==> src/hw/rtl/slot_timer_table_defines.svh <==
// Assertion macros for the slot timer table.
// Each macro expects signals named clock and reset in the including scope.
`ifndef SLOT_TIMER_TABLE_DEFINES_SVH
`define SLOT_TIMER_TABLE_DEFINES_SVH

`ifndef NO_ASSERTIONS

`define STT_ASSERT_IMPLIES(label, ante, cons, msg) \
   label: assert property (@(posedge clock) disable iff (reset) (ante) |-> (cons)) \
      else $error(msg);

`define STT_ASSERT_NEXT(label, ante, cons, msg) \
   label: assert property (@(posedge clock) disable iff (reset) (ante) |=> (cons)) \
      else $error(msg);

`define STT_ASSERT_ALWAYS(label, cond, msg) \
   label: assert property (@(posedge clock) disable iff (reset) (cond)) \
      else $error(msg);

`else

`define STT_ASSERT_IMPLIES(label, ante, cons, msg)

`define STT_ASSERT_NEXT(label, ante, cons, msg)

`define STT_ASSERT_ALWAYS(label, cond, msg)

`endif

`endif

==> src/hw/rtl/stt_pkg.sv <==
// Shared types, codes and sizing functions for the slot timer table.
// No dependencies.
`timescale 1ns / 1ps

package stt_pkg;

   localparam int unsigned NumSlotsDefault = 16;
   localparam int unsigned TagBitsDefault  = 8;
   localparam int unsigned MaxSlots        = 16;
   localparam int unsigned TIME_W          = 32;

   typedef enum logic [1:0] {
      REQ_TICK     = 2'd0,
      REQ_ONE_SHOT = 2'd1,
      REQ_REPEAT   = 2'd2,
      REQ_CANCEL   = 2'd3
   } stt_req_code_type;

   typedef enum logic [1:0] {
      ST_DONE   = 2'd0,
      ST_FIRED  = 2'd1,
      ST_ALLOC  = 2'd2,
      ST_REJECT = 2'd3
   } stt_status_type;

   typedef enum logic [1:0] {
      S_IDLE,
      S_WALK,
      S_FINISH
   } stt_state_type;

   typedef struct packed {
      logic clr_active;
      logic alloc;
      logic load_time;
   } stt_wr_ctl_type;

   function automatic int unsigned slot_limit(input int unsigned n);
      return (n < MaxSlots) ? n : MaxSlots;
   endfunction

   function automatic int unsigned idx_bits(input int unsigned n);
      return (slot_limit(n) > 1) ? $clog2(slot_limit(n)) : 1;
   endfunction

endpackage

==> src/hw/rtl/stt_if.sv <==
// Request and response channel interfaces for the slot timer table.
// Valid/ready handshake; no dependencies.
`timescale 1ns / 1ps

interface stt_req_if;
   logic        valid;
   logic        ready;
   logic [1:0]  req_type;
   logic [31:0] duration_ms;
   logic [3:0]  slot_index;
   logic [7:0]  event_tag;

   modport source (output valid, req_type, duration_ms, slot_index, event_tag, input ready);
   modport sink (input valid, req_type, duration_ms, slot_index, event_tag, output ready);
endinterface

interface stt_rsp_if;
   logic       valid;
   logic       ready;
   logic [1:0] status;
   logic [3:0] result_slot;
   logic [7:0] result_tag;
   logic       last;

   modport source (output valid, status, result_slot, result_tag, last, input ready);
   modport sink (input valid, status, result_slot, result_tag, last, output ready);
endinterface

==> src/hw/rtl/stt_slot_store.sv <==
// Timer slot table: active marks, repeat marks, remaining time, interval and tag.
// Depends on stt_pkg.
`timescale 1ns / 1ps

module stt_slot_store #(
   parameter int unsigned NUM_SLOTS = stt_pkg::NumSlotsDefault,
   parameter int unsigned TAG_BITS  = stt_pkg::TagBitsDefault,
   localparam int unsigned IDX_W    = stt_pkg::idx_bits(NUM_SLOTS)
) (
   input  logic                          clock,
   input  logic                          reset,
   input  stt_pkg::stt_wr_ctl_type       wr_ctl,
   input  logic [IDX_W-1:0]              slot_addr,
   input  logic [stt_pkg::TIME_W-1:0]    wr_time,
   input  logic [stt_pkg::TIME_W-1:0]    wr_reload,
   input  logic                          wr_repeat,
   input  logic [TAG_BITS-1:0]           wr_tag,
   output logic                          rd_active,
   output logic                          rd_repeat,
   output logic [stt_pkg::TIME_W-1:0]    rd_time,
   output logic [stt_pkg::TIME_W-1:0]    rd_reload,
   output logic [TAG_BITS-1:0]           rd_tag
);
   import stt_pkg::*;

   localparam int unsigned LIMIT = slot_limit(NUM_SLOTS);

   logic [LIMIT-1:0]        active_ff;
   logic                    rep_ff    [LIMIT];
   logic [TIME_W-1:0]       time_ff   [LIMIT];
   logic [TIME_W-1:0]       reload_ff [LIMIT];
   logic [TAG_BITS-1:0]     tag_ff    [LIMIT];

   always_ff @(posedge clock) begin
      if (reset) begin
         active_ff <= '0;
      end else if (wr_ctl.alloc) begin
         active_ff[slot_addr] <= 1'b1;
      end else if (wr_ctl.clr_active) begin
         active_ff[slot_addr] <= 1'b0;
      end
   end

   always_ff @(posedge clock) begin
      if (wr_ctl.alloc) begin
         rep_ff[slot_addr]    <= wr_repeat;
         time_ff[slot_addr]   <= wr_time;
         reload_ff[slot_addr] <= wr_reload;
         tag_ff[slot_addr]    <= wr_tag;
      end else if (wr_ctl.load_time) begin
         time_ff[slot_addr]   <= wr_time;
      end
   end

   assign rd_active = active_ff[slot_addr];
   assign rd_repeat = rep_ff[slot_addr];
   assign rd_time   = time_ff[slot_addr];
   assign rd_reload = reload_ff[slot_addr];
   assign rd_tag    = tag_ff[slot_addr];

endmodule

==> src/hw/rtl/stt_sequencer.sv <==
// Request sequencer: walks the table one slot per cycle unless stalled, via a shared
// saturating subtractor and holds the response register. Depends on stt_pkg, stt_if.
`timescale 1ns / 1ps

module stt_sequencer #(
   parameter int unsigned NUM_SLOTS = stt_pkg::NumSlotsDefault,
   parameter int unsigned TAG_BITS  = stt_pkg::TagBitsDefault,
   localparam int unsigned IDX_W    = stt_pkg::idx_bits(NUM_SLOTS)
) (
   input  logic                          clock,
   input  logic                          reset,
   stt_req_if.sink                       req_if,
   stt_rsp_if.source                     rsp_if,
   output stt_pkg::stt_wr_ctl_type       wr_ctl,
   output logic [IDX_W-1:0]              slot_addr,
   output logic [stt_pkg::TIME_W-1:0]    wr_time,
   output logic [stt_pkg::TIME_W-1:0]    wr_reload,
   output logic                          wr_repeat,
   output logic [TAG_BITS-1:0]           wr_tag,
   input  logic                          rd_active,
   input  logic                          rd_repeat,
   input  logic [stt_pkg::TIME_W-1:0]    rd_time,
   input  logic [stt_pkg::TIME_W-1:0]    rd_reload,
   input  logic [TAG_BITS-1:0]           rd_tag
);
   import stt_pkg::*;

   localparam int unsigned      LIMIT    = slot_limit(NUM_SLOTS);
   localparam logic [IDX_W-1:0] LAST_IDX = IDX_W'(LIMIT - 1);
   localparam logic [4:0]       LIMIT_W  = 5'(LIMIT);

   stt_state_type       state_ff, state_in;
   stt_req_code_type    op_ff, op_in;
   logic [TIME_W-1:0]   dur_ff, dur_in;
   logic [TAG_BITS-1:0] tag_ff, tag_in;
   logic [IDX_W-1:0]    cnt_ff, cnt_in;
   stt_status_type      res_status_ff, res_status_in;
   logic [IDX_W-1:0]    res_slot_ff, res_slot_in;
   logic [TAG_BITS-1:0] res_tag_ff, res_tag_in;
   logic                out_valid_ff, out_valid_in;
   stt_status_type      out_status_ff, out_status_in;
   logic [3:0]          out_slot_ff, out_slot_in;
   logic [7:0]          out_tag_ff, out_tag_in;
   logic                out_last_ff, out_last_in;

   logic [TIME_W:0] diff;
   logic            fired;
   logic            out_free;

   assign diff     = {1'b0, rd_time} - {1'b0, dur_ff};
   assign fired    = rd_active && (diff[TIME_W] || (diff[TIME_W-1:0] == '0));
   assign out_free = !out_valid_ff || rsp_if.ready;

   always_ff @(posedge clock) begin
      if (reset) begin
         state_ff     <= S_IDLE;
         out_valid_ff <= 1'b0;
      end else begin
         state_ff     <= state_in;
         out_valid_ff <= out_valid_in;
      end
   end

   always_ff @(posedge clock) begin
      op_ff         <= op_in;
      dur_ff        <= dur_in;
      tag_ff        <= tag_in;
      cnt_ff        <= cnt_in;
      res_status_ff <= res_status_in;
      res_slot_ff   <= res_slot_in;
      res_tag_ff    <= res_tag_in;
      out_status_ff <= out_status_in;
      out_slot_ff   <= out_slot_in;
      out_tag_ff    <= out_tag_in;
      out_last_ff   <= out_last_in;
   end

   always_comb begin
      state_in      = state_ff;
      op_in         = op_ff;
      dur_in        = dur_ff;
      tag_in        = tag_ff;
      cnt_in        = cnt_ff;
      res_status_in = res_status_ff;
      res_slot_in   = res_slot_ff;
      res_tag_in    = res_tag_ff;
      out_valid_in  = out_valid_ff && !rsp_if.ready;
      out_status_in = out_status_ff;
      out_slot_in   = out_slot_ff;
      out_tag_in    = out_tag_ff;
      out_last_in   = out_last_ff;
      wr_ctl        = '0;
      slot_addr     = cnt_ff;
      wr_time       = dur_ff;
      wr_reload     = '0;
      wr_repeat     = 1'b0;
      wr_tag        = tag_ff;
      req_if.ready  = (state_ff == S_IDLE);

      case (state_ff)
         S_IDLE: begin
            if (req_if.valid) begin
               op_in         = stt_req_code_type'(req_if.req_type);
               dur_in        = req_if.duration_ms;
               tag_in        = TAG_BITS'(req_if.event_tag);
               cnt_in        = '0;
               res_status_in = ST_DONE;
               res_slot_in   = '0;
               res_tag_in    = '0;
               state_in      = S_FINISH;
               case (stt_req_code_type'(req_if.req_type))
                  REQ_TICK: begin
                     if (req_if.duration_ms != '0) state_in = S_WALK;
                  end
                  REQ_ONE_SHOT: begin
                     res_status_in = ST_REJECT;
                     state_in      = S_WALK;
                  end
                  REQ_REPEAT: begin
                     res_status_in = ST_REJECT;
                     if (req_if.duration_ms != '0) state_in = S_WALK;
                  end
                  REQ_CANCEL: begin
                     slot_addr = req_if.slot_index[IDX_W-1:0];
                     if ({1'b0, req_if.slot_index} < LIMIT_W) wr_ctl.clr_active = 1'b1;
                  end
                  default: begin
                     state_in = S_FINISH;
                  end
               endcase
            end
         end

         S_WALK: begin
            if (op_ff == REQ_TICK) begin
               if (fired && res_status_ff == ST_FIRED && !out_free) begin
                  // hold: previous firing still waits for the response register
                  state_in = S_WALK;
               end else begin
                  if (fired) begin
                     if (res_status_ff == ST_FIRED) begin
                        out_valid_in  = 1'b1;
                        out_status_in = ST_FIRED;
                        out_slot_in   = 4'(res_slot_ff);
                        out_tag_in    = 8'(res_tag_ff);
                        out_last_in   = 1'b0;
                     end
                     res_status_in = ST_FIRED;
                     res_slot_in   = cnt_ff;
                     res_tag_in    = rd_tag;
                     if (rd_repeat) begin
                        wr_ctl.load_time = 1'b1;
                        wr_time          = rd_reload;
                     end else begin
                        wr_ctl.clr_active = 1'b1;
                     end
                  end else if (rd_active) begin
                     wr_ctl.load_time = 1'b1;
                     wr_time          = diff[TIME_W-1:0];
                  end
                  if (cnt_ff == LAST_IDX) state_in = S_FINISH;
                  else cnt_in = cnt_ff + 1'b1;
               end
            end else begin
               if (!rd_active) begin
                  wr_ctl.alloc  = 1'b1;
                  wr_time       = dur_ff;
                  wr_reload     = (op_ff == REQ_REPEAT) ? dur_ff : '0;
                  wr_repeat     = (op_ff == REQ_REPEAT);
                  wr_tag        = tag_ff;
                  res_status_in = ST_ALLOC;
                  res_slot_in   = cnt_ff;
                  state_in      = S_FINISH;
               end else if (cnt_ff == LAST_IDX) begin
                  state_in = S_FINISH;
               end else begin
                  cnt_in = cnt_ff + 1'b1;
               end
            end
         end

         S_FINISH: begin
            if (out_free) begin
               out_valid_in  = 1'b1;
               out_status_in = res_status_ff;
               out_slot_in   = 4'(res_slot_ff);
               out_tag_in    = 8'(res_tag_ff);
               out_last_in   = 1'b1;
               state_in      = S_IDLE;
            end
         end

         default: begin
            state_in = S_IDLE;
         end
      endcase
   end

   assign rsp_if.valid       = out_valid_ff;
   assign rsp_if.status      = out_status_ff;
   assign rsp_if.result_slot = out_slot_ff;
   assign rsp_if.result_tag  = out_tag_ff;
   assign rsp_if.last        = out_last_ff;

endmodule

==> src/hw/rtl/slot_timer_table.sv <==
// Slot timer table top level: sequencer plus slot store.
// Depends on stt_pkg, stt_if, stt_slot_store, stt_sequencer and the assertion macros.
//
// A table of up to sixteen one-shot or repeating timer slots. Requests go through one
// saturating subtract/compare unit that walks the table one slot per cycle while no
// firing waits for the response register. A cancel, a zero tick or a repeating request
// with a zero interval goes straight to its result. A tick walks all N slots of the
// table (at most sixteen), whether in use or not. A schedule walks up to the lowest
// free slot, or the whole table when it is full. Any request is held up while a
// firing or its final result waits for the response register to drain. Results leave
// through a response register, so a request is taken while the last result of the
// previous one still waits. The table comes out of reset empty.
`timescale 1ns / 1ps
`include "slot_timer_table_defines.svh"

module slot_timer_table #(
   parameter int unsigned NUM_SLOTS = stt_pkg::NumSlotsDefault,
   parameter int unsigned TAG_BITS  = stt_pkg::TagBitsDefault
) (
   input  logic      clock,
   input  logic      reset,
   stt_req_if.sink   req_if,
   stt_rsp_if.source rsp_if
);
   import stt_pkg::*;

   localparam int unsigned IDX_W = idx_bits(NUM_SLOTS);

   stt_wr_ctl_type      wr_ctl;
   logic [IDX_W-1:0]    slot_addr;
   logic [TIME_W-1:0]   wr_time;
   logic [TIME_W-1:0]   wr_reload;
   logic                wr_repeat;
   logic [TAG_BITS-1:0] wr_tag;
   logic                rd_active;
   logic                rd_repeat;
   logic [TIME_W-1:0]   rd_time;
   logic [TIME_W-1:0]   rd_reload;
   logic [TAG_BITS-1:0] rd_tag;

   stt_slot_store #(
      .NUM_SLOTS (NUM_SLOTS),
      .TAG_BITS  (TAG_BITS)
   ) u_store (
      .clock     (clock),
      .reset     (reset),
      .wr_ctl    (wr_ctl),
      .slot_addr (slot_addr),
      .wr_time   (wr_time),
      .wr_reload (wr_reload),
      .wr_repeat (wr_repeat),
      .wr_tag    (wr_tag),
      .rd_active (rd_active),
      .rd_repeat (rd_repeat),
      .rd_time   (rd_time),
      .rd_reload (rd_reload),
      .rd_tag    (rd_tag)
   );

   stt_sequencer #(
      .NUM_SLOTS (NUM_SLOTS),
      .TAG_BITS  (TAG_BITS)
   ) u_seq (
      .clock     (clock),
      .reset     (reset),
      .req_if    (req_if),
      .rsp_if    (rsp_if),
      .wr_ctl    (wr_ctl),
      .slot_addr (slot_addr),
      .wr_time   (wr_time),
      .wr_reload (wr_reload),
      .wr_repeat (wr_repeat),
      .wr_tag    (wr_tag),
      .rd_active (rd_active),
      .rd_repeat (rd_repeat),
      .rd_time   (rd_time),
      .rd_reload (rd_reload),
      .rd_tag    (rd_tag)
   );

   `STT_ASSERT_NEXT(a_busy_after_request, req_if.valid && req_if.ready, !req_if.ready, "ready high right after a request")
   `STT_ASSERT_IMPLIES(a_single_result_last, rsp_if.valid && (rsp_if.status != ST_FIRED), rsp_if.last, "non-fire result without last")
   `STT_ASSERT_IMPLIES(a_empty_fields_zero, rsp_if.valid && ((rsp_if.status == ST_DONE) || (rsp_if.status == ST_REJECT)), (rsp_if.result_slot == '0) && (rsp_if.result_tag == '0), "done or reject result with nonzero fields")
   `STT_ASSERT_ALWAYS(a_one_table_write, $onehot0(wr_ctl), "more than one slot write kind at once")

endmodule

==> src/flat_wrapper.sv <==
// flat-port wrapper written by rule: the top's interface ports become plain ports
module slot_timer_table_flat import stt_pkg::*;
#(
   parameter int unsigned NUM_SLOTS = stt_pkg::NumSlotsDefault,
   parameter int unsigned TAG_BITS  = stt_pkg::TagBitsDefault
)
  (clock, reset, req_if_valid, req_if_req_type, req_if_duration_ms, req_if_slot_index, req_if_event_tag, req_if_ready, rsp_if_valid, rsp_if_status, rsp_if_result_slot, rsp_if_result_tag, rsp_if_last, rsp_if_ready);
  stt_req_if req_if_i ();
  stt_rsp_if rsp_if_i ();
  input  logic clock;
  input  logic reset;
  input wire logic [$bits(req_if_i.valid)-1:0] req_if_valid;
  input wire logic [$bits(req_if_i.req_type)-1:0] req_if_req_type;
  input wire logic [$bits(req_if_i.duration_ms)-1:0] req_if_duration_ms;
  input wire logic [$bits(req_if_i.slot_index)-1:0] req_if_slot_index;
  input wire logic [$bits(req_if_i.event_tag)-1:0] req_if_event_tag;
  output wire logic [$bits(req_if_i.ready)-1:0] req_if_ready;
  output wire logic [$bits(rsp_if_i.valid)-1:0] rsp_if_valid;
  output wire logic [$bits(rsp_if_i.status)-1:0] rsp_if_status;
  output wire logic [$bits(rsp_if_i.result_slot)-1:0] rsp_if_result_slot;
  output wire logic [$bits(rsp_if_i.result_tag)-1:0] rsp_if_result_tag;
  output wire logic [$bits(rsp_if_i.last)-1:0] rsp_if_last;
  input wire logic [$bits(rsp_if_i.ready)-1:0] rsp_if_ready;
  assign req_if_i.valid = req_if_valid;
  assign req_if_i.req_type = req_if_req_type;
  assign req_if_i.duration_ms = req_if_duration_ms;
  assign req_if_i.slot_index = req_if_slot_index;
  assign req_if_i.event_tag = req_if_event_tag;
  assign req_if_ready = req_if_i.ready;
  assign rsp_if_valid = rsp_if_i.valid;
  assign rsp_if_status = rsp_if_i.status;
  assign rsp_if_result_slot = rsp_if_i.result_slot;
  assign rsp_if_result_tag = rsp_if_i.result_tag;
  assign rsp_if_last = rsp_if_i.last;
  assign rsp_if_i.ready = rsp_if_ready;
  slot_timer_table #(.NUM_SLOTS(NUM_SLOTS), .TAG_BITS(TAG_BITS)) u_core (.clock(clock), .reset(reset), .req_if(req_if_i), .rsp_if(rsp_if_i));
endmodule
==> config.mk <==
export PLATFORM = sky130hd
export DESIGN_NAME = slot_timer_table_flat
export DESIGN_NICKNAME = d
export VERILOG_FILES = /design/src/hw/rtl/stt_pkg.sv /design/src/hw/rtl/stt_if.sv /design/src/hw/rtl/stt_slot_store.sv /design/src/hw/rtl/stt_sequencer.sv /design/src/hw/rtl/slot_timer_table.sv /design/src/flat_wrapper.sv
export VERILOG_INCLUDE_DIRS = /design/src /design/src/hw/rtl
export SDC_FILE = /design/constraint.sdc
export NUM_CORES = 1
export LEC_CHECK = 0
export BUFFER_PORTS_ARGS = -buffer_cell sky130_fd_sc_hd__buf_2
export CAP_MARGIN = 10
export CORE_ASPECT_RATIO = 1.25
export CORE_MARGIN = 10
export CORE_UTILIZATION = 50
export DETAILED_ROUTE_END_ITERATION = 6
export PLACE_DENSITY = 0.66
export SETUP_SLACK_MARGIN = 0.15
export SKIP_LAST_GASP = 1
export SYNTH_ARGS = -nofsm -noshare
export SYNTH_HDL_FRONTEND = slang
export SYNTH_SLANG_ARGS = --single-unit
==> constraint.sdc <==
create_clock -name clock -period 14.4 [get_ports clock]
set_clock_uncertainty 0.1 [all_clocks]
set_input_delay 4.32 -clock clock [delete_from_list [all_inputs] [get_ports clock]]
set_output_delay 4.32 -clock clock [all_outputs]
set_load 0.01 [all_outputs]
Word level (Yosys, flattened, before mapping):

Memory sizes are Yosys's and may differ from the RTL's.
Index checks and enable logic that the tools add are counted.

* register bits after elaboration: 94
* memory bits (writable): 1168
* memories: 4
* bits of input ports: 50
* logic and storage cells: 175

* magnitude comparators: 2
* add/subtract/negate cells: 2
* multiplexer cells: 105
* bitwise operators: 4
* equality and inequality tests: 18
* reduce and logical (&&, ||, !) cells: 26

Memory list
* u_core.u_store.reload_ff: words 16, width 32, read ports 1, clocked after Yosys merged registers in 0, write ports 1, RTL line stt_slot_store.sv:31 `logic [TIME_W-1:0] reload_ff [LIMIT];`
* u_core.u_store.time_ff: words 16, width 32, read ports 1, clocked after Yosys merged registers in 0, write ports 1, RTL line stt_slot_store.sv:30 `logic [TIME_W-1:0] time_ff [LIMIT];`
* u_core.u_store.tag_ff: words 16, width 8, read ports 1, clocked after Yosys merged registers in 0, write ports 1, RTL line stt_slot_store.sv:32 `logic [TAG_BITS-1:0] tag_ff [LIMIT];`
* u_core.u_store.rep_ff: words 16, width 1, read ports 1, clocked after Yosys merged registers in 0, write ports 1, RTL line stt_slot_store.sv:29 `logic rep_ff [LIMIT];`

Operators by type and width (number)
* 32-bit two-way mux: 11
* 8-bit two-way mux: 9
* 4-bit two-way mux: 17
* 2-bit two-way mux: 19
* 1-bit two-way mux: 33
* 32-bit by 32-bit subtractor with 33-bit output: 1
* 32-bit zero test: 1
* 16-bit two-way mux: 2
* 8-bit one-hot mux with 2 select lines: 2
* 32-bit nonzero test: 1
* 4-bit one-hot mux with 2 select lines: 3
* 16-bit AND: 1
* 16-bit NOT: 1
* 16-bit OR: 1
* 2-bit inequality test (second input constant): 6
* 3-bit inequality test (second input constant): 4
* 2-bit one-hot mux with 2 select lines: 3
* 5-bit AND reduction: 2
* 2-bit == test (second input constant): 4
* 2-bit by 1-bit == test with 1-bit output (second input constant): 3
* 2-bit zero test: 3
* 1-bit one-hot mux with 2 select lines: 3
* 2-bit one-hot mux with 3 select lines: 1
* 6-bit AND reduction: 1
* 14 further kinds: 25

Depth between registers and ports, before layout:

Gate-level depths: netlist of the first run.
An unclocked memory read counts as a cell.

* depth in word-level cells: 18
* mapped depth: 32

Hierarchy:

Synthesis of the first run repeated with hierarchy kept, for this count alone.

* cell total of the unflattened synthesis: 2695
* area total of the unflattened synthesis: 51346.7 sq um

Modules (own cells, without submodules)
* stt_slot_store: area each 44488.9 sq um, times used 1, sequential area each 35393.9 sq um, cells an instance 1910
* stt_sequencer: area each 6857.8 sq um, times used 1, sequential area each 2312.2 sq um, cells an instance 785

Least setup slack after synthesis of the first run:

Ideal clock, no wire load.

* kind: input -> register
* start: input port req_if_req_type[0]
* end: memory u_core.u_store.time_ff[4][0] (enable)
* data arrival time: 11901 ps
* stages on the path: 31
* path slack: 1967 ps
* required time: 13868 ps
* cells stage by stage: ha_1 -> and3_1 -> buf_2 -> mux2i_1 -> buf_2 -> buf_4 -> buf_4 -> buf_2 -> buf_2 -> mux4_2 -> nand2_1 -> nand2_1 -> o21ai_0 -> ha_1 -> inv_1 -> fa_1 -> a21o_1 -> a221o_1 -> buf_6 -> a22oi_1 -> o21ai_0 -> a221o_1 -> xnor2_1 -> nor4_1 -> nand4_2 -> a21oi_4 -> a21o_1 -> buf_4 -> buf_6 -> buf_4 -> a21oi_1

* cells in the longest elaborated chain, start to end: 18

RTL lines
* start, declared: RTL line flat_wrapper.sv:13 `input wire logic [$bits(req_if_i.req_type)-1:0] req_if_req_type;`
* 2-bit == test (*): RTL line stt_sequencer.sv:111 `case (stt_req_code_type'(req_if.req_type))`
* 4-bit two-way mux (*): RTL line stt_sequencer.sv:111
* 4-bit two-way mux (*): RTL line stt_sequencer.sv:102 `if (req_if.valid) begin`
* 4-bit two-way mux (*): RTL line stt_sequencer.sv:100 `case (state_ff)`
* memory 16 x 32 bit
* 32-bit by 32-bit subtractor with 33-bit output: RTL line stt_sequencer.sv:50 `assign diff = {1'b0, rd_time} - {1'b0, dur_ff};`
* 32-bit zero test: RTL line stt_sequencer.sv:51 `assign fired = rd_active && (diff[TIME_W] || (diff[TIME_W-1:0] == '0));`
* 1-bit logical OR: RTL line stt_sequencer.sv:51
* 1-bit logical AND: RTL line stt_sequencer.sv:51
* 1-bit logical AND (2 in series): RTL line stt_sequencer.sv:136 `if (fired && res_status_ff == ST_FIRED && !out_free) begin`
* 1-bit two-way mux: RTL line stt_sequencer.sv:136
* 1-bit two-way mux: RTL line stt_sequencer.sv:135 `if (op_ff == REQ_TICK) begin`
* 2-bit two-way mux: RTL line stt_sequencer.sv:100
* 1-bit two-way mux: RTL line stt_slot_store.sv:50 `end else if (wr_ctl.load_time) begin`
* 1-bit two-way mux: RTL line stt_slot_store.sv:45 `if (wr_ctl.alloc) begin`
* 1-bit two-way mux (implied by the code): RTL line stt_slot_store.sv:51 `time_ff[slot_addr] <= wr_time;`
* 1-bit OR (no source line)
* end, declared: RTL line stt_slot_store.sv:30

Every way passes the cells marked *; elsewhere a longest branch is shown, timed or not. The select of a mux whose other input is x is not followed.

Worst setup path in the final report of the first run:

* start: input port req_if_req_type[0]
* end: memory u_core.u_store.time_ff[5][21] (data pin)

* cells in the longest elaborated chain, start to end: 15

RTL lines
* 2-bit == test (*): RTL line stt_sequencer.sv:111
* 4-bit two-way mux (*): RTL line stt_sequencer.sv:111
* 4-bit two-way mux (*): RTL line stt_sequencer.sv:102
* 4-bit two-way mux (*): RTL line stt_sequencer.sv:100
* memory 16 x 32 bit
* 32-bit by 32-bit subtractor with 33-bit output: RTL line stt_sequencer.sv:50
* 32-bit zero test: RTL line stt_sequencer.sv:51
* 1-bit logical OR: RTL line stt_sequencer.sv:51
* 1-bit logical AND: RTL line stt_sequencer.sv:51
* 1-bit logical AND (2 in series): RTL line stt_sequencer.sv:136
* 32-bit two-way mux (*): RTL line stt_sequencer.sv:136
* 32-bit two-way mux (*): RTL line stt_sequencer.sv:135
* 32-bit two-way mux (*): RTL line stt_sequencer.sv:100
* via u_core.u_seq.wr_time, one bit: RTL line stt_sequencer.sv:16 `output logic [stt_pkg::TIME_W-1:0] wr_time,`
* 32-bit two-way mux (no source line) (*)

Mark *: on every way through the listed nets, which the timed path passes. The rest lies on a longest branch. The select of a mux whose other input is x is not followed.

==> impl_metrics.py, run 1 <==
metrics = {
    "sta": {
        "slew_viol_final": 0,
        "period_minus_slack_ps": 12260,
        "fmaxAchievable_mhz": 81.6,
        "slew_headroom_pct": 18.9,
        "final_critical_path_setup_slack_ps": 2140,
        "final_min_period_over_clock_period_pct": 85.1,
        "final-hold-violation-count": 0,
        "unrepaired_setup_endpoints_after_global_routing": "no",
        "worstMarginPinSlew_ps": 1190,
        "totalNegativeSetupSlack_ps": 0,
        "timing.final.setup_violations": 0,
    },
    "synthesis": {
        "yosys_warnings": 0,
        "synth_enable_flop_cells": 1243,
        "postSynth.topFlopCell": "sky130_fd_sc_hd__edfxtp_1",
        "synth_adder_area_share_pct": 0.940,
        "synth_top_family_by_area": "multiplexers",
        "synthDominantCellAreaShare_pct": 72.6,
        "synth_compound_area_share_pct": 4.12,
        "synth_area_leader_cell": "sky130_fd_sc_hd__edfxtp_1",
        "synth_most_common_cell": "sky130_fd_sc_hd__edfxtp_1",
        "post_synth_inst_count": 2856,
        "synthesis.area_um2": 51400,
        "netlist_top_cells_area": "sky130_fd_sc_hd__edfxtp_1 73%, sky130_fd_sc_hd__mux4_2 13%, sky130_fd_sc_hd__nand2_1 2.6%, sky130_fd_sc_hd__a31oi_1 0.94%, sky130_fd_sc_hd__ha_1 0.90%",
        "synth-xor-area-share_pct": 0.307,
        "synth.distinct_cells": 72,
        "synthSimpleGateAreaFrac_pct": 6.20,
        "synth-async-reset-ratio_pct": 0,
        "share_of_cell_area_taken_by_muxes_after_synthesis_pct": 13.2,
        "syn-mean-instance-area_um2": 18.0,
        "yosys_register_bits": 1262,
        "synth_nets": 2944,
        "netlist_top_cells_count": "1243 x sky130_fd_sc_hd__edfxtp_1, 353 x sky130_fd_sc_hd__nand2_1, 296 x sky130_fd_sc_hd__mux4_2, 93 x sky130_fd_sc_hd__clkbuf_1, 88 x sky130_fd_sc_hd__nor2_1",
        "synth.yosys.seq_area_share_pct": 73.4,
    },
    "flow_run": {
        "max-cap-violations": 0,
    },
    "global_routing": {
        "grt_first_pass_wirelength_um": 197000,
        "gr-total-overflow": 0,
        "antenna_found_initial": 14,
        "grt_usage_pct": 23.3,
        "largest_net_degree_at_the_start_of_global_routing": 95,
        "grt_pass1_vias": 28500,
    },
    "route": {
        "wire_per_inst_um": 30.9,
        "initial_drc_count": 3110,
        "drcViolationCount": 0,
        "drt-pass1-iter-count": 5,
        "wirelength_routed_um": 136000,
        "vias_per_cell": 6.39,
        "drtAntennaViolNets": 0,
        "detailroute.via_count": 28000,
    },
    "pwr": {
        "power_per_cell_area_nw_per_um2": 162,
        "worst_ir_drop_vdd_v": 0.000130,
        "swShare_pct": 29.2,
        "seqPwrFrac_pct": 45.9,
        "p_comb_share_pct": 22.5,
        "power.switching_w": 0.00271,
        "cellLeakagePower_nw": 19.2,
        "clock_power_share_pct": 31.6,
        "finalPower_w": 0.00927,
        "internal_power_w": 0.00656,
    },
    "setup_path": {
        "critical_path.slowest_cell": "sky130_fd_sc_hd__mux2i_4",
        "timing.critical_path.arrival_ps": 12520,
        "path_class": "in2reg",
        "worst-endpoint-required_ps": 14660,
        "crit_path_end_kind": "register",
        "setup.reg_to_reg.worst_slack_ps": 5280,
        "r2r_cells": 22,
        "crit_cells": 22,
        "cp_num_buf_inv": 3,
        "timing.critical_path.cells": "buf_2 -> ha_1 -> and3_1 -> mux2i_4 -> buf_4 -> mux4_2 -> nand2_1 -> and3_1 -> a31oi_1 -> ha_1 -> nand2_1 -> o21a_1 -> o221ai_1 -> a2111oi_0 -> a221oi_1 -> nand4bb_1 -> nor4_2 -> nand4_2 -> a211oi_4 -> buf_4 -> nand3_1 -> o211ai_1",
        "timing.critical_path.slowest_cell_delay_ps": 1070,
        "timing.critical_path.max_delay_family": "compound AO/OA/AOI/OAI gates",
        "crit_start_category": "input pin",
        "critical_path.max_fanout": 37,
    },
    "floorplan": {
        "chip_height_um": 378,
        "dieArea_um2": 116000,
        "core_region_area_um2": 102000,
        "fp-row-count": 131,
        "design.portCount": 67,
        "floorplan.initialDensity_pct": 50.3,
        "die_w_um": 307,
    },
    "cts": {
        "clock_tree_from_tritoncts": "built",
        "cts_setup_buffers": 0,
        "tritoncts_buffers": 113,
        "post_cts_resized": 0,
        "worst_setup_hold_path_clk_slew_ps": 60,
        "cts.htree.levels": 3,
        "maximum_number_of_buffers_from_clock_root_to_sink": 3,
        "tritoncts_num_sinks": 1262,
        "clk-insertion-delay-late_ps": 740,
        "cts_hold_buffers": 0,
        "clock_tree.root_cell": "sky130_fd_sc_hd__clkbuf_16",
    },
    "place": {
        "post_dp_cell_area_um2": 53700,
        "gp_congestion": 0.970,
        "place.port_buffers": 66,
        "pre_cts_worst_setup_slack_ps": 1430,
        "dp_hpwl_um": 79800,
    },
    "finish": {
        "final_cell_area_um2": 57400,
        "final_layout_size_suffix_gt1_share_pct": 21.6,
        "areaGrowthSynthToFinish_pct": 11.7,
        "layout.nets": 3046,
    },
    "hold_path": {
        "worst_hold_path.num_cells": 0,
        "timing.hold.worst.class": "reg2reg",
    },
    "run_status": {
        "status": "complete, no violations",
    },
}
sequential cells by signal, summed over array words and instances (netlist names), named ones only:
| register | cells |
|---|---|
| u_core.u_store.time_ff | 512 |
| u_core.u_seq.rsp_if.result_slot | 4 |
| u_core.u_seq.dur_ff | 32 |
| u_core.u_seq.res_status_ff | 2 |
| u_core.u_seq.cnt_ff | 4 |
| u_core.u_seq.op_ff | 2 |
| u_core.u_seq.rsp_if.valid | 1 |
| u_core.u_seq.rsp_if.result_tag | 8 |
| u_core.u_seq.state_ff | 2 |
| u_core.u_seq.tag_ff | 8 |
| u_core.u_seq.rsp_if.last | 1 |
| u_core.u_seq.res_slot_ff | 4 |
| u_core.u_store.tag_ff | 128 |
| u_core.u_store.rep_ff | 16 |
| u_core.u_seq.rsp_if.status | 2 |
| u_core.u_store.reload_ff | 512 |
| u_core.u_seq.res_tag_ff | 8 |
cells in the final DEF, fill, tap and decap left out, types with 17 or more instances in the layout:
cell / n
sky130_fd_sc_hd__edfxtp_1: 1243
sky130_fd_sc_hd__nand2_1: 353
sky130_fd_sc_hd__mux4_2: 296
sky130_fd_sc_hd__clkbuf_16: 115
sky130_fd_sc_hd__buf_4: 79
sky130_fd_sc_hd__a31oi_1: 77
sky130_fd_sc_hd__and3_1: 72
sky130_fd_sc_hd__nor2_1: 72
sky130_fd_sc_hd__buf_2: 66
sky130_fd_sc_hd__inv_1: 65
sky130_fd_sc_hd__nand3_1: 51
sky130_fd_sc_hd__a21oi_1: 45
sky130_fd_sc_hd__and2_1: 42
sky130_fd_sc_hd__ha_1: 37
sky130_fd_sc_hd__clkinv_1: 32
sky130_fd_sc_hd__o21ai_0: 28
sky130_fd_sc_hd__nand4_1: 22
sky130_fd_sc_hd__clkbuf_1: 22
sky130_fd_sc_hd__nor3_1: 19
sky130_fd_sc_hd__dfxtp_1: 19
sky130_fd_sc_hd__clkinv_2: 19
sky130_fd_sc_hd__a21oi_4: 17
worst paths after layout:
check | start | to
max | req_if_req_type[0] | u_core.u_store.time_ff[5][21]$_DFFE_PP_
min | u_core.u_seq.res_tag_ff[0]$_SDFFCE_PN0P_ | u_core.u_seq.rsp_if.result_tag[0]$_DFFE_PP_
max reg2reg | u_core.u_seq.state_ff[1]$_SDFFE_PP0P_ | u_core.u_store.time_ff[5][21]$_DFFE_PP_
min reg2reg | u_core.u_seq.res_tag_ff[0]$_SDFFCE_PN0P_ | u_core.u_seq.rsp_if.result_tag[0]$_DFFE_PP_
cell type report:
cell class	count	area (um2)
Fill cell	7678	44700
Sequential cell	1262	37700
Multi-Input combinational cell	1363	13100
Clock buffer	137	2960
Tap cell	1330	1660
Timing Repair Buffer	151	1030
Clock inverter	71	651
Inverter	67	251
Antenna cell	6	15.0
power groups by stage:
stage	clock network (W)	registers (W)	logic, W
after floorplan	0	0.00430	0.00140
after global placement	0	0.00432	0.00206
after detailed placement	0	0.00433	0.00207
after CTS	0.00297	0.00425	0.00207
after global routing	0.00313	0.00426	0.00223
final	0.00293	0.00425	0.00209
per-layer routing:
| layer | global-route usage [%] | vias to the layer above | share of wire (%) |
|---|---|---|---|
| met5 | 0 | - | 0.017 |
| met4 | 8.96 | 4 | 3.5 |
| met3 | 3.49 | 246 | 7.3 |
| met2 | 38.6 | 1250 | 50 |
| met1 | 31.1 | 14800 | 39 |
| li1 | - | 11700 | - |
through the flow:
stage / cells / util [%] / hold slack (ps)
finish: 4387 / 56.2 / 322
global route: 4381 / 56.2 / 336
CTS: 4373 / 56.1 / 318
detailed placement: 4165 / 52.6 / 313
global placement: 4165 / 52.6 / 310
floorplan: 2856 / - / 300
logic make-up after synthesis:
family,Yosys count
compound gates,310
xor+xnor,18
fa+ha+maj,38
buf+inv,231
flops,1262
mux,306
simple gates,691
Note: power is estimated with default switching activity, not from simulation.
==> inputs of run 2 (changes only) <==
--- a/config.mk
+++ b/config.mk
@@ -9,12 +9,10 @@
 export BUFFER_PORTS_ARGS = -buffer_cell sky130_fd_sc_hd__buf_2
 export CAP_MARGIN = 10
 export CORE_ASPECT_RATIO = 1.25
-export CORE_MARGIN = 10
-export CORE_UTILIZATION = 50
+export CORE_MARGIN = 1.5
+export CORE_UTILIZATION = 35
 export DETAILED_ROUTE_END_ITERATION = 6
-export PLACE_DENSITY = 0.66
 export SETUP_SLACK_MARGIN = 0.15
-export SKIP_LAST_GASP = 1
 export SYNTH_ARGS = -nofsm -noshare
 export SYNTH_HDL_FRONTEND = slang
 export SYNTH_SLANG_ARGS = --single-unit
==> impl_metrics.py, run 2 (synthesized netlist as in run 1, its figures left out) <==
metrics = {
    "sta": {
        "period_minus_slack_ps": 12290,
        "worstMarginPinSlew_ps": 1190,
        "final_min_period_over_clock_period_pct": 85.4,
        "timing.final.setup_violations": 0,
        "unrepaired_setup_endpoints_after_global_routing": "no",
        "totalNegativeSetupSlack_ps": 0,
        "tightest_hold_margin_ps": 315,
        "slew_viol_final": 0,
        "slew_headroom_pct": 20.5,
        "fmaxAchievable_mhz": 81.3,
        "final-hold-violation-count": 0,
        "final_critical_path_setup_slack_ps": 2110,
    },
    "route": {
        "vias_per_cell": 5.54,
        "drcViolationCount": 0,
        "detailroute.via_count": 27600,
        "wire_per_inst_um": 27.5,
        "drt-pass1-iter-count": 6,
        "wirelength_routed_um": 137000,
        "initial_drc_count": 2939,
        "drtAntennaViolNets": 0,
    },
    "floorplan": {
        "core_region_area_um2": 146000,
        "fp-row-count": 157,
        "chip_height_um": 431,
        "floorplan.initialDensity_pct": 35.2,
        "die_w_um": 346,
        "dieArea_um2": 149000,
        "design.portCount": 67,
    },
    "place": {
        "post_dp_cell_area_um2": 54500,
        "pre_cts_worst_setup_slack_ps": 1480,
        "dp_hpwl_um": 78200,
        "gp_congestion": 0.941,
        "place.port_buffers": 66,
        "dp_cells": 4744,
    },
    "finish": {
        "final_layout_size_suffix_gt1_share_pct": 22.0,
        "layout.cells.most_common": "sky130_fd_sc_hd__edfxtp_1",
        "areaGrowthSynthToFinish_pct": 13.8,
        "final_cell_area_um2": 58500,
        "commonest_cells_after_routing_fill_and_taps_aside": "1243 x sky130_fd_sc_hd__edfxtp_1, 353 x sky130_fd_sc_hd__nand2_1, 296 x sky130_fd_sc_hd__mux4_2",
        "layout.nets": 3056,
        "largest_registers": "u_core.u_store.reload_ff (512), u_core.u_store.time_ff (512), u_core.u_store.tag_ff (128)",
        "stdcell_count": 4986,
    },
    "global_routing": {
        "grt_use_met1_pct": 24.2,
        "antenna_found_initial": 9,
        "met3_track_demand_over_resource_in_global_routing_pct": 2.92,
        "gr-total-overflow": 0,
        "top_usage_layer": "met2",
        "largest_net_degree_at_the_start_of_global_routing": 93,
        "grt_first_pass_wirelength_um": 197000,
        "grt_usage_pct": 18.2,
        "met2_usage_pct": 30.2,
        "grt_pass1_vias": 27700,
    },
    "flow_run": {
        "max-cap-violations": 0,
    },
    "hold_path": {
        "timing.hold.worst.class": "reg2reg",
        "worst_hold_path.num_cells": 0,
    },
    "cts": {
        "maximum_number_of_buffers_from_clock_root_to_sink": 3,
        "clock_tree.root_cell": "sky130_fd_sc_hd__clkbuf_16",
        "post_cts_resized": 0,
        "cts.htree.levels": 3,
        "clock_tree_from_tritoncts": "built",
        "cts_hold_buffers": 0,
        "clk-insertion-delay-late_ps": 770,
        "cts_setup_buffers": 0,
        "tritoncts_buffers": 120,
        "worst_setup_hold_path_clk_slew_ps": 60,
        "tritoncts_num_sinks": 1262,
    },
    "pwr": {
        "power_per_cell_area_nw_per_um2": 162,
        "cellLeakagePower_nw": 19.4,
        "worst_ir_drop_vdd_v": 0.000115,
    },
    "setup_path": {
        "path_class": "in2reg",
        "critical_path.max_fanout": 25,
        "r2r_cells": 23,
        "crit_path_end_kind": "register",
        "timing.critical_path.arrival_ps": 12620,
        "worst-endpoint-required_ps": 14730,
        "crit_start_category": "input pin",
    },
    "run_status": {
        "status": "complete, no violations",
    },
}
-- run 2: layout make-up --
cell class,instances,area [um2]
fillers,13200,87700
flip-flops and latches,1262,37700
multi-input cells,1363,13200
clock buffers,145,3120
well taps,1908,2390
repair buffers,154,1090
clock inverters,80,752
inverters,67,251
diodes,7,17.5
-- run 2: worst max-delay path, cell delays in order --
cell and delay (ps):
sky130_fd_sc_hd__buf_2 120, sky130_fd_sc_hd__ha_1 160, sky130_fd_sc_hd__and3_1 480, sky130_fd_sc_hd__mux2i_4 750
sky130_fd_sc_hd__buf_4 470, sky130_fd_sc_hd__buf_4 430, sky130_fd_sc_hd__mux4_2 360, sky130_fd_sc_hd__nand2_1 90
sky130_fd_sc_hd__and3_1 160, sky130_fd_sc_hd__a31oi_1 50, sky130_fd_sc_hd__ha_1 470, sky130_fd_sc_hd__o2111ai_1 260
sky130_fd_sc_hd__a21oi_1 670, sky130_fd_sc_hd__o21ai_0 240, sky130_fd_sc_hd__xor2_1 430, sky130_fd_sc_hd__nand3_1 170
sky130_fd_sc_hd__nor4_2 270, sky130_fd_sc_hd__nand4_2 320, sky130_fd_sc_hd__a21oi_4 680, sky130_fd_sc_hd__a21o_2 540
sky130_fd_sc_hd__buf_4 450, sky130_fd_sc_hd__a21oi_4 250, sky130_fd_sc_hd__buf_4 360
-- run 2: routing by layer --
layer / routed length [um] / share of wire, %
met5: 25 / 0.018
met4: 4860 / 3.5
met3: 9170 / 6.7
met2: 66600 / 49
met1: 56200 / 41
-- run 2: report_power, final --
group	switching, W	total (W)	internal, W
registers	0.0000567	0.00425	0.00419
logic	0.00136	0.00211	0.000747
clock network	0.00138	0.00312	0.00174
-- run 2: path summary, 6_finish.rpt --
kind | from | to | slack (ps)
hold / removal | u_core.u_seq.res_tag_ff[5]$_SDFFCE_PN0P_ | u_core.u_seq.rsp_if.result_tag[5]$_DFFE_PP_ | 320
setup reg to reg | u_core.u_seq.state_ff[1]$_SDFFE_PP0P_ | u_core.u_store.time_ff[12][4]$_DFFE_PP_ | 5250
hold reg to reg | u_core.u_seq.res_tag_ff[5]$_SDFFCE_PN0P_ | u_core.u_seq.rsp_if.result_tag[5]$_DFFE_PP_ | 320
setup / recovery | req_if_req_type[0] | u_core.u_store.time_ff[12][4]$_DFFE_PP_ | 2110
-- run 2: through the flow --
step / util [%] / total power (W)
after floorplan: - / 0.00570
after global placement: 37.3 / 0.00642
after detailed placement: 37.3 / 0.00642
after CTS: 39.9 / 0.00953
after global routing: 40.0 / 0.00982
final: 40.0 / 0.00948
